--- config.mk ---
export PLATFORM = sky130hd
export DESIGN_NAME = polled_timer_table_unit
export DESIGN_NICKNAME = d
export VERILOG_FILES = /design/src/sv/ptt_pkg.sv /design/src/sv/ptt_ram.sv /design/src/sv/ptt_ctrl.sv /design/src/sv/ptt_dp.sv /design/src/sv/polled_timer_table_unit.sv
export SDC_FILE = /design/constraint.sdc
export NUM_CORES = 2
export LEC_CHECK = 0
export BUFFER_PORTS_ARGS = -buffer_cell sky130_fd_sc_hd__buf_4
export CORE_ASPECT_RATIO = 0.5
export CORE_MARGIN = 4
export CORE_UTILIZATION = 55
export CTS_CLUSTER_DIAMETER = 150
export DETAILED_ROUTE_END_ITERATION = 7
export GPL_TIMING_DRIVEN = 1
export PLACE_DENSITY = 0.71
export SYNTH_ARGS = -nofsm -noshare
export SYNTH_HDL_FRONTEND = slang
export SYNTH_SLANG_ARGS = --single-unit
--- constraint.sdc ---
create_clock -name clock -period 23.7 [get_ports clock]
set_clock_uncertainty 0.15 [all_clocks]
set_input_delay 3.555 -clock clock [delete_from_list [all_inputs] [get_ports clock]]
set_output_delay 3.555 -clock clock [all_outputs]
set_load 0.01 [all_outputs]
--- src/sv/ptt_pkg.sv ---
// Shared types and constants of the polled timer table.
package ptt_pkg;

   // Field widths.
   localparam int ACTION_W   = 3;
   localparam int TIDX_W     = 8;
   localparam int DATA_W     = 32;
   localparam int RSP_IDX_W  = 4;
   localparam int TIU_W      = 5;
   localparam int TICK_W     = 4;
   localparam int CSR_IDX_W  = 1;
   localparam int CSR_DATA_W = 5;

   // Register indexes of the configuration port.
   localparam logic [CSR_IDX_W-1:0] CSR_TIMERS_IN_USE = 1'b0;
   localparam logic [CSR_IDX_W-1:0] CSR_MS_PER_TICK   = 1'b1;

   // Reset value of the tick size.
   localparam logic [TICK_W-1:0] MS_PER_TICK_RESET = 4'd1;

   // Action codes of an input beat.
   typedef enum logic [ACTION_W-1:0] {
      ACT_TICK    = 3'd0,
      ACT_START   = 3'd1,
      ACT_STOP    = 3'd2,
      ACT_POLL    = 3'd3,
      ACT_RESTART = 3'd4
   } ptt_action_type;

   // Controller states.
   typedef enum logic [1:0] {
      ST_IDLE,
      ST_SCAN,
      ST_FINISH
   } ptt_state_type;

   // Commands from the controller to the datapath.
   typedef struct packed {
      logic accept;
      logic scan_step;
      logic finish;
   } ptt_cmd_type;

   // Status from the datapath to the controller.
   typedef struct packed {
      logic hold;
      logic is_poll;
      logic count_zero;
      logic hit;
      logic pend_valid;
      logic scan_end;
   } ptt_sts_type;

endpackage

--- src/sv/ptt_ram.sv ---
// Generic single-write, single-read RAM with registered read data.
module ptt_ram #(
   parameter int WIDTH = 32,
   parameter int DEPTH = 16,
   parameter int ADDR_W = (DEPTH > 1) ? $clog2(DEPTH) : 1
) (
   input  logic              clock,
   input  logic              wr_en,
   input  logic [ADDR_W-1:0] wr_addr,
   input  logic [WIDTH-1:0]  wr_data,
   input  logic              rd_en,
   input  logic [ADDR_W-1:0] rd_addr,
   output logic [WIDTH-1:0]  rd_data
);

   logic [WIDTH-1:0] mem [DEPTH];
   logic [WIDTH-1:0] rd_data_ff;

   // Write port.
   always_ff @(posedge clock) begin
      if (wr_en) begin
         mem[wr_addr] <= wr_data;
      end
   end

   // Read port; the data holds while no read is enabled.
   always_ff @(posedge clock) begin
      if (rd_en) begin
         rd_data_ff <= mem[rd_addr];
      end
   end

   assign rd_data = rd_data_ff;

endmodule

--- src/sv/ptt_ctrl.sv ---
// Controller state machine of the polled timer table.
module ptt_ctrl import ptt_pkg::*; (
   input  logic        clock,
   input  logic        reset,
   input  logic        req_valid,
   input  ptt_sts_type sts,
   output logic        req_stall,
   output ptt_cmd_type cmd
);

   ptt_state_type state_ff, state_in;

   // State register.
   always_ff @(posedge clock) begin
      if (reset) begin
         state_ff <= ST_IDLE;
      end else begin
         state_ff <= state_in;
      end
   end

   // Next state.
   always_comb begin
      state_in = state_ff;
      unique case (state_ff)
         ST_IDLE: begin
            if (req_valid && !sts.hold && sts.is_poll) begin
               state_in = sts.count_zero ? ST_FINISH : ST_SCAN;
            end
         end
         ST_SCAN: begin
            if (!(sts.hit && sts.pend_valid && sts.hold) && sts.scan_end) begin
               state_in = ST_FINISH;
            end
         end
         ST_FINISH: begin
            if (!sts.hold) begin
               state_in = ST_IDLE;
            end
         end
         default: state_in = ST_IDLE;
      endcase
   end

   // Commands. A scan step waits only when a second expiry finds the
   // output register still occupied.
   always_comb begin
      req_stall     = 1'b1;
      cmd           = '0;
      unique case (state_ff)
         ST_IDLE: begin
            req_stall  = sts.hold;
            cmd.accept = req_valid && !sts.hold;
         end
         ST_SCAN: begin
            cmd.scan_step = !(sts.hit && sts.pend_valid && sts.hold);
         end
         ST_FINISH: begin
            cmd.finish = !sts.hold;
         end
         default: begin
            req_stall = 1'b1;
         end
      endcase
   end

endmodule

--- src/sv/ptt_dp.sv ---
// Datapath of the polled timer table: counter, entry stores, scan and output.
module ptt_dp import ptt_pkg::*; #(
   parameter int MAX_TIMERS = 16
) (
   input  logic                  clock,
   input  logic                  reset,
   input  ptt_cmd_type           cmd,
   output ptt_sts_type           sts,
   input  logic [ACTION_W-1:0]   req_action,
   input  logic [TIDX_W-1:0]     req_timer_index,
   input  logic [DATA_W-1:0]     req_timeout_ms,
   input  logic [DATA_W-1:0]     req_tag,
   output logic                  rsp_valid,
   input  logic                  rsp_stall,
   output logic                  rsp_status,
   output logic                  rsp_expired,
   output logic [RSP_IDX_W-1:0]  rsp_expired_index,
   output logic [DATA_W-1:0]     rsp_expired_tag,
   output logic                  rsp_last,
   input  logic                  csr_write_en,
   input  logic [CSR_IDX_W-1:0]  csr_index,
   input  logic [CSR_DATA_W-1:0] csr_wdata
);

   localparam int IDX_W = (MAX_TIMERS > 1) ? $clog2(MAX_TIMERS) : 1;
   localparam int CNT_W = $clog2(MAX_TIMERS + 1);
   localparam int CMP_W = (CNT_W > CSR_DATA_W) ? CNT_W : CSR_DATA_W;

   // Configuration and counter.
   logic [CNT_W-1:0]      cnt_ff, cnt_in;
   logic [TICK_W-1:0]     mpt_ff, mpt_in;
   logic [DATA_W-1:0]     now_ff, now_in;
   logic [CMP_W-1:0]      tiu_ext, lim_ext;

   // Entry state and scan.
   logic [MAX_TIMERS-1:0] armed_ff, armed_in;
   logic [IDX_W-1:0]      idx_ff, idx_in;
   logic                  pend_valid_ff, pend_valid_in;
   logic [IDX_W-1:0]      pend_idx_ff, pend_idx_in;
   logic [DATA_W-1:0]     pend_tag_ff, pend_tag_in;

   // Output register.
   logic                  rsp_valid_ff, rsp_valid_in;
   logic                  rsp_status_ff, rsp_status_in;
   logic                  rsp_expired_ff, rsp_expired_in;
   logic [RSP_IDX_W-1:0]  rsp_index_ff, rsp_index_in;
   logic [DATA_W-1:0]     rsp_tag_ff, rsp_tag_in;
   logic                  rsp_last_ff, rsp_last_in;

   // Decode and memory signals.
   logic                  is_poll, addr_act, in_range, hold, hit, scan_end;
   logic [IDX_W-1:0]      wr_idx, rd_addr;
   logic                  rd_en, start_wr, prm_wr;
   logic [DATA_W-1:0]     start_rd, elapsed;
   logic [2*DATA_W-1:0]   prm_rd;

   assign is_poll  = (req_action == ACT_POLL);
   assign addr_act = (req_action == ACT_START) || (req_action == ACT_STOP) ||
                     (req_action == ACT_RESTART);
   assign in_range = req_timer_index < TIDX_W'(cnt_ff);
   assign wr_idx   = req_timer_index[IDX_W-1:0];
   assign hold     = rsp_valid_ff && rsp_stall;

   // Expiry test of the entry under scan, modulo 2^32.
   assign elapsed  = now_ff - start_rd;
   assign hit      = armed_ff[idx_ff] && (elapsed > prm_rd[2*DATA_W-1:DATA_W]);
   assign scan_end = (CNT_W'(idx_ff) + CNT_W'(1)) == cnt_ff;

   assign sts.hold       = hold;
   assign sts.is_poll    = is_poll;
   assign sts.count_zero = (cnt_ff == '0);
   assign sts.hit        = hit;
   assign sts.pend_valid = pend_valid_ff;
   assign sts.scan_end   = scan_end;

   // Entry stores: start time, and timeout with tag.
   assign start_wr = cmd.accept && in_range &&
                     ((req_action == ACT_START) || (req_action == ACT_RESTART));
   assign prm_wr   = cmd.accept && in_range && (req_action == ACT_START);
   assign rd_en    = (cmd.accept && is_poll) || (cmd.scan_step && !scan_end);
   assign rd_addr  = cmd.accept ? '0 : idx_ff + IDX_W'(1);

   ptt_ram #(.WIDTH(DATA_W), .DEPTH(MAX_TIMERS)) u_start_ram (
      .clock   (clock),
      .wr_en   (start_wr),
      .wr_addr (wr_idx),
      .wr_data (now_ff),
      .rd_en   (rd_en),
      .rd_addr (rd_addr),
      .rd_data (start_rd)
   );

   ptt_ram #(.WIDTH(2*DATA_W), .DEPTH(MAX_TIMERS)) u_prm_ram (
      .clock   (clock),
      .wr_en   (prm_wr),
      .wr_addr (wr_idx),
      .wr_data ({req_timeout_ms, req_tag}),
      .rd_en   (rd_en),
      .rd_addr (rd_addr),
      .rd_data (prm_rd)
   );

   // Configuration writes; the enabled count is clipped to the table size.
   assign tiu_ext = CMP_W'(csr_wdata);
   assign lim_ext = CMP_W'(MAX_TIMERS);

   always_comb begin
      cnt_in = cnt_ff;
      mpt_in = mpt_ff;
      if (csr_write_en) begin
         unique case (csr_index)
            CSR_TIMERS_IN_USE: cnt_in = CNT_W'((tiu_ext < lim_ext) ? tiu_ext : lim_ext);
            CSR_MS_PER_TICK:   mpt_in = csr_wdata[TICK_W-1:0];
            default:           cnt_in = cnt_ff;
         endcase
      end
   end

   // Millisecond counter.
   assign now_in = (cmd.accept && (req_action == ACT_TICK)) ?
                   now_ff + DATA_W'(mpt_ff) : now_ff;

   // Armed marks: set by start and restart, cleared by stop and expiry.
   always_comb begin
      armed_in = armed_ff;
      if (cmd.accept && in_range) begin
         if ((req_action == ACT_START) || (req_action == ACT_RESTART)) begin
            armed_in[wr_idx] = 1'b1;
         end else if (req_action == ACT_STOP) begin
            armed_in[wr_idx] = 1'b0;
         end
      end
      if (cmd.scan_step && hit) begin
         armed_in[idx_ff] = 1'b0;
      end
   end

   // Scan index and the expiry held back until its last flag is known.
   always_comb begin
      idx_in        = idx_ff;
      pend_valid_in = pend_valid_ff;
      pend_idx_in   = pend_idx_ff;
      pend_tag_in   = pend_tag_ff;
      if (cmd.accept) begin
         idx_in        = '0;
         pend_valid_in = 1'b0;
      end else if (cmd.scan_step) begin
         idx_in = idx_ff + IDX_W'(1);
         if (hit) begin
            pend_valid_in = 1'b1;
            pend_idx_in   = idx_ff;
            pend_tag_in   = prm_rd[DATA_W-1:0];
         end
      end else if (cmd.finish) begin
         pend_valid_in = 1'b0;
      end
   end

   // Output register loads.
   always_comb begin
      rsp_valid_in   = hold;
      rsp_status_in  = rsp_status_ff;
      rsp_expired_in = rsp_expired_ff;
      rsp_index_in   = rsp_index_ff;
      rsp_tag_in     = rsp_tag_ff;
      rsp_last_in    = rsp_last_ff;
      priority if (cmd.accept && !is_poll) begin
         rsp_valid_in   = 1'b1;
         rsp_status_in  = addr_act && !in_range;
         rsp_expired_in = 1'b0;
         rsp_index_in   = '0;
         rsp_tag_in     = '0;
         rsp_last_in    = 1'b1;
      end else if (cmd.scan_step && hit && pend_valid_ff) begin
         rsp_valid_in   = 1'b1;
         rsp_status_in  = 1'b0;
         rsp_expired_in = 1'b1;
         rsp_index_in   = RSP_IDX_W'(pend_idx_ff);
         rsp_tag_in     = pend_tag_ff;
         rsp_last_in    = 1'b0;
      end else if (cmd.finish) begin
         rsp_valid_in   = 1'b1;
         rsp_status_in  = 1'b0;
         rsp_expired_in = pend_valid_ff;
         rsp_index_in   = pend_valid_ff ? RSP_IDX_W'(pend_idx_ff) : '0;
         rsp_tag_in     = pend_valid_ff ? pend_tag_ff : '0;
         rsp_last_in    = 1'b1;
      end else begin
         rsp_valid_in   = hold;
      end
   end

   // Control registers.
   always_ff @(posedge clock) begin
      if (reset) begin
         cnt_ff        <= '0;
         mpt_ff        <= MS_PER_TICK_RESET;
         now_ff        <= '0;
         armed_ff      <= '0;
         idx_ff        <= '0;
         pend_valid_ff <= 1'b0;
         rsp_valid_ff  <= 1'b0;
      end else begin
         cnt_ff        <= cnt_in;
         mpt_ff        <= mpt_in;
         now_ff        <= now_in;
         armed_ff      <= armed_in;
         idx_ff        <= idx_in;
         pend_valid_ff <= pend_valid_in;
         rsp_valid_ff  <= rsp_valid_in;
      end
   end

   // Payload registers.
   always_ff @(posedge clock) begin
      pend_idx_ff    <= pend_idx_in;
      pend_tag_ff    <= pend_tag_in;
      rsp_status_ff  <= rsp_status_in;
      rsp_expired_ff <= rsp_expired_in;
      rsp_index_ff   <= rsp_index_in;
      rsp_tag_ff     <= rsp_tag_in;
      rsp_last_ff    <= rsp_last_in;
   end

   assign rsp_valid         = rsp_valid_ff;
   assign rsp_status        = rsp_status_ff;
   assign rsp_expired       = rsp_expired_ff;
   assign rsp_expired_index = rsp_index_ff;
   assign rsp_expired_tag   = rsp_tag_ff;
   assign rsp_last          = rsp_last_ff;

endmodule

--- src/sv/polled_timer_table_unit.sv ---
// Top level of the polled timer table: controller and datapath.
//
//   Channel  Direction  Handshake             Payload
//   req      in         req_valid/req_stall   action, timer_index, timeout_ms, tag
//   rsp      out        rsp_valid/rsp_stall   status, expired, expired_index, expired_tag, last
//   csr      in         csr_write_en          csr_index, csr_wdata
//
// For every action but poll, the beat is accepted and its result loads the output register
// at the same edge. In a poll, the accept primes the RAM read, then the enabled entries are
// scanned in turn, and a final beat closes the poll.
// The armed marks are flip-flops cleared by reset; there is no clearing pass.
// A stalled output beat holds off new input and, during a poll, a second expiry.
module polled_timer_table_unit import ptt_pkg::*; #(
   parameter int MAX_TIMERS = 16
) (
   input  logic                  clock,
   input  logic                  reset,
   input  logic                  req_valid,
   output logic                  req_stall,
   input  logic [ACTION_W-1:0]   req_action,
   input  logic [TIDX_W-1:0]     req_timer_index,
   input  logic [DATA_W-1:0]     req_timeout_ms,
   input  logic [DATA_W-1:0]     req_tag,
   output logic                  rsp_valid,
   input  logic                  rsp_stall,
   output logic                  rsp_status,
   output logic                  rsp_expired,
   output logic [RSP_IDX_W-1:0]  rsp_expired_index,
   output logic [DATA_W-1:0]     rsp_expired_tag,
   output logic                  rsp_last,
   input  logic                  csr_write_en,
   input  logic [CSR_IDX_W-1:0]  csr_index,
   input  logic [CSR_DATA_W-1:0] csr_wdata
);

   ptt_cmd_type cmd;
   ptt_sts_type sts;

   // Sequencer.
   ptt_ctrl u_ctrl (
      .clock     (clock),
      .reset     (reset),
      .req_valid (req_valid),
      .sts       (sts),
      .req_stall (req_stall),
      .cmd       (cmd)
   );

   // Storage, compare and output register.
   ptt_dp #(.MAX_TIMERS(MAX_TIMERS)) u_dp (
      .clock             (clock),
      .reset             (reset),
      .cmd               (cmd),
      .sts               (sts),
      .req_action        (req_action),
      .req_timer_index   (req_timer_index),
      .req_timeout_ms    (req_timeout_ms),
      .req_tag           (req_tag),
      .rsp_valid         (rsp_valid),
      .rsp_stall         (rsp_stall),
      .rsp_status        (rsp_status),
      .rsp_expired       (rsp_expired),
      .rsp_expired_index (rsp_expired_index),
      .rsp_expired_tag   (rsp_expired_tag),
      .rsp_last          (rsp_last),
      .csr_write_en      (csr_write_en),
      .csr_index         (csr_index),
      .csr_wdata         (csr_wdata)
   );

endmodule

==> impl_metrics.ini <==
[sta]
setup_violations = 0
report.final.slew_viol_count = 0
worst_pin_slew_ps = 1286
hold_viol_final = 0
period_share_pct = 34.15
clock.fmax_mhz = 123.6
relSlewSlack_pct = 14.27
rsz0062_at_grt = false
timing.setup.tns_ps = 0
period_minus_slack_ps = 8093

[setup_path]
worstPathMaxFanout = 39
critPathKind = register to register
critPathMaxStageDelay_ps = 760
cp-startpoint = u_dp.now_ff[0]$_SDFFE_PP0P_
critPathSlowestCell = buf_4
crit_end = u_dp.u_prm_ram.rd_data[17]$_DFFE_PP_
cp-end-kind = register
critical_path_required_ps = 23940
arrival_ps = 8340
rr_endpoint = u_dp.u_prm_ram.rd_data[17]$_DFFE_PP_
start_kind = register
crit_path_cell_trace = inv_1 -> ha_1 -> inv_1 -> fa_1 -> a211oi_1 -> o21bai_1 -> a32o_1 -> or4_1 -> a311oi_1 -> o21bai_1 -> a21oi_1 -> xnor2_1 -> ha_1 -> nand2_1 -> nor4_1 -> nand4_1 -> nand3_1 -> a31o_1 -> a21oi_1 -> nand2b_1 -> o22ai_4 -> buf_4 -> buf_4
timing.rr.start = u_dp.now_ff[0]$_SDFFE_PP0P_
worstRegToRegCells = 23
r2r_setup_slack_ps = 15610

[global_route]
grt_max_degree = 215
grt_use_total_pct = 24.13
grt_pass1_vias = 36190
grt_pass1_wl_mm = 238.8
grt_overflow = 0
antenna_found_initial = 9

[clock_network]
clk_latency_ps = 780
clock_path_buffers = 3
cts.repair_timing.setup_buffer_count = 0
cts_num_sinks = 1772
cts_resized = 0
clk_pin_slew_ps = 70
ctsHoldBuffers = 0
cts_root_buffer = clkbuf_16
cts_inserted_buffers = 149
h-tree-depth = 4
cts_tree = yes

[yosys]
synth-main-ff-cell = edfxtp_1
synth_cell_types = 68
syn_area_um2 = 70650
synth_area_per_cell_um2 = 18.58
synthArstFlopShare_pct = 0
ys_seq_area_share_pct = 73.86
synth-edff-count = 1669
synthCells = 3803
yosys_warnings = 0
ys_ff_latch = 1772
synthesis.nets = 3966

[pwr]
leakagePower_uw = 0.02375
power.density_nw_per_um2 = 75.86
worst_ir_drop_vdd_mv = 0.04572

[floorplanning]
start_util_pct = 55.74
io_pins = 127
die_area_um2 = 134600
die_x_um = 514.9
core_um2 = 126700
dieHeight_um = 261.4
rows = 92

[cells_and_area]
nets = 4115
layout-drive-gt1-share_pct = 23.20
final_cell_mix = 1669 x edfxtp_1, 293 x mux4_2, 233 x nand3_1
final_core_util_pct = 61.97
layout_commonest_cell = edfxtp_1
area_growth_pct = 11.17

[detailed_routing]
ant_nets = 0
vias = 36320
first_iter_violations = 4487
wl_per_cell_um = 28.05
via_per_inst = 6.292
firstDrtPassIters = 7
routed_wirelength_mm = 161.9
drc = 0

[placement]
port_buffers = 126
gp_congestion = 0.8889
dp_hpwl_mm = 88.20

[worst_hold_path]
whs_path_depth = 0
hold_path.class = register to register

[run_status]
status = finished, final reports clean

[job]
maxCapViolCount = 0
routing by layer:
layer	track usage, %	vias up	wire (µm)
li1	-	15570	-
met1	35.41	18950	68640
met2	38.29	1556	77280
met3	3.908	239	12520
met4	6.450	6	3461
met5	0	-	39
flip-flops by register name, indices dropped and copies added (netlist names):
| signal | count |
|---|---|
| u_dp.pend_tag_ff | 32 |
| u_dp.pend_idx_ff | 4 |
| u_dp.idx_ff | 4 |
| u_dp.rsp_valid | 1 |
| u_dp.u_start_ram.mem | 512 |
| u_dp.mpt_ff | 4 |
| u_dp.cnt_ff | 5 |
| u_dp.rsp_last | 1 |
| u_dp.u_prm_ram.rd_data | 64 |
| u_dp.rsp_expired_tag | 32 |
| u_dp.now_ff | 32 |
| u_dp.rsp_expired | 1 |
| u_ctrl.state_ff | 2 |
| u_dp.rsp_status | 1 |
| u_dp.u_start_ram.rd_data | 32 |
| u_dp.pend_valid_ff | 1 |
| u_dp.armed_ff | 16 |
| u_dp.u_prm_ram.mem | 1024 |
| u_dp.rsp_expired_index | 4 |
per-stage QoR:
step	power (µW)	cells	cell area [µm²]	setup WS (ps)	hold slack [ps]
6_report	5958	5772	78540	15610	276.3
5_1_grt	6141	5772	78540	15200	280.3
4_1_cts	5991	5769	78530	15670	275.4
2_1_floorplan	3550	3803	70650	14000	250.3
3_5_place_dp	3618	5493	73770	15410	260.1
3_3_place_gp	3613	5493	73770	15480	264.9
cell usage after synthesis (3+ instances only):
library cell	instances	area, µm²
nor2b_1	16	100.1
buf_2	27	135.1
mux2i_1	192	1922
nand2_1	71	266.5
a21oi_1	76	380.4
a311oi_1	13	113.9
o21bai_1	5	37.54
nand3_1	234	1171
o2111ai_1	3	26.28
edfxtp_1	1669	50120
buf_6	4	45.04
and2_1	6	37.54
a211oi_1	15	112.6
inv_1	88	330.3
or4_1	3	22.52
nor2_1	92	345.3
nor4_1	4	25.02
or3_1	8	50.05
mux2_2	192	2162
buf_4	10	75.07
xor2_1	28	245.2
dfxtp_1	103	2062
ha_1	75	938.4
nand4_1	12	75.07
mux4_2	293	6599
a21o_1	22	165.2
o21ai_1	13	65.06
nand2b_1	15	93.84
o31ai_1	7	52.55
o21ai_0	212	1061
a22o_1	36	315.3
o21a_1	5	37.54
clkbuf_1	130	488.0
a31o_1	3	26.28
o211ai_1	4	30.03
and3_1	10	62.56
nand3b_1	5	37.54
xnor2_1	33	289.0
buf_1	27	101.4
logic make-up (layout without fill, tap and decap cells):
family / Yosys count / after routing / synth area share (%)
DFF: 1772 / 1772 / 73.86
muxes: 677 / 677 / 15.12
adders and majority gates: 77 / 77 / 1.385
AOI/OAI and AO/OA: 439 / 439 / 3.797
xor gates and xnor gates: 61 / 61 / 0.7563
and+or+nand+nor: 489 / 489 / 3.406
other: 0 / 3 / 0
buffers and inverters: 288 / 562 / 1.674
how the worst min path moves through the flow:
stage                                              start                             end  slack (ps)
floorplan            u_dp.u_prm_ram.rd_data[0]$_DFFE_PP_   u_dp.pend_tag_ff[0]$_DFFE_PP_         250
global placement    u_dp.u_prm_ram.rd_data[11]$_DFFE_PP_  u_dp.pend_tag_ff[11]$_DFFE_PP_         260
detailed placement  u_dp.u_prm_ram.rd_data[20]$_DFFE_PP_  u_dp.pend_tag_ff[20]$_DFFE_PP_         260
CTS                  u_dp.u_prm_ram.rd_data[2]$_DFFE_PP_   u_dp.pend_tag_ff[2]$_DFFE_PP_         280
global route         u_dp.u_prm_ram.rd_data[2]$_DFFE_PP_   u_dp.pend_tag_ff[2]$_DFFE_PP_         280
finish               u_dp.u_prm_ram.rd_data[2]$_DFFE_PP_   u_dp.pend_tag_ff[2]$_DFFE_PP_         280
area by class of cell:
class                   instances  area [µm²]
diodes                          3       7.507
repair buffers                196        1496
clock buffers                 211        4154
well taps                    1692        2117
fillers                      8719       48200
flip-flops and latches       1772       52180
clock inverters                65       610.6
inverters                      90       337.8
multi-input cells            1743       17630
worst max-delay path, delay by kind of cell (launching register included):
family / cells / cell delay, ps
XOR/XNOR: 1 / 100
flip-flops: 1 / 490
adder cells (fa/ha/maj): 3 / 880
buffers and inverters: 4 / 1670
AND/OR/NAND/NOR: 6 / 1940
AO/OA/AOI/OAI: 9 / 2410
power by group:
group          total, µW  internal, µW  switching (µW)
Combinational        137          46.7            90.2
Sequential          3410          3410            5.79
Clock               2410          1300            1100
Total               5960          4760            1200
Note: power is estimated with default switching activity, not from simulation.
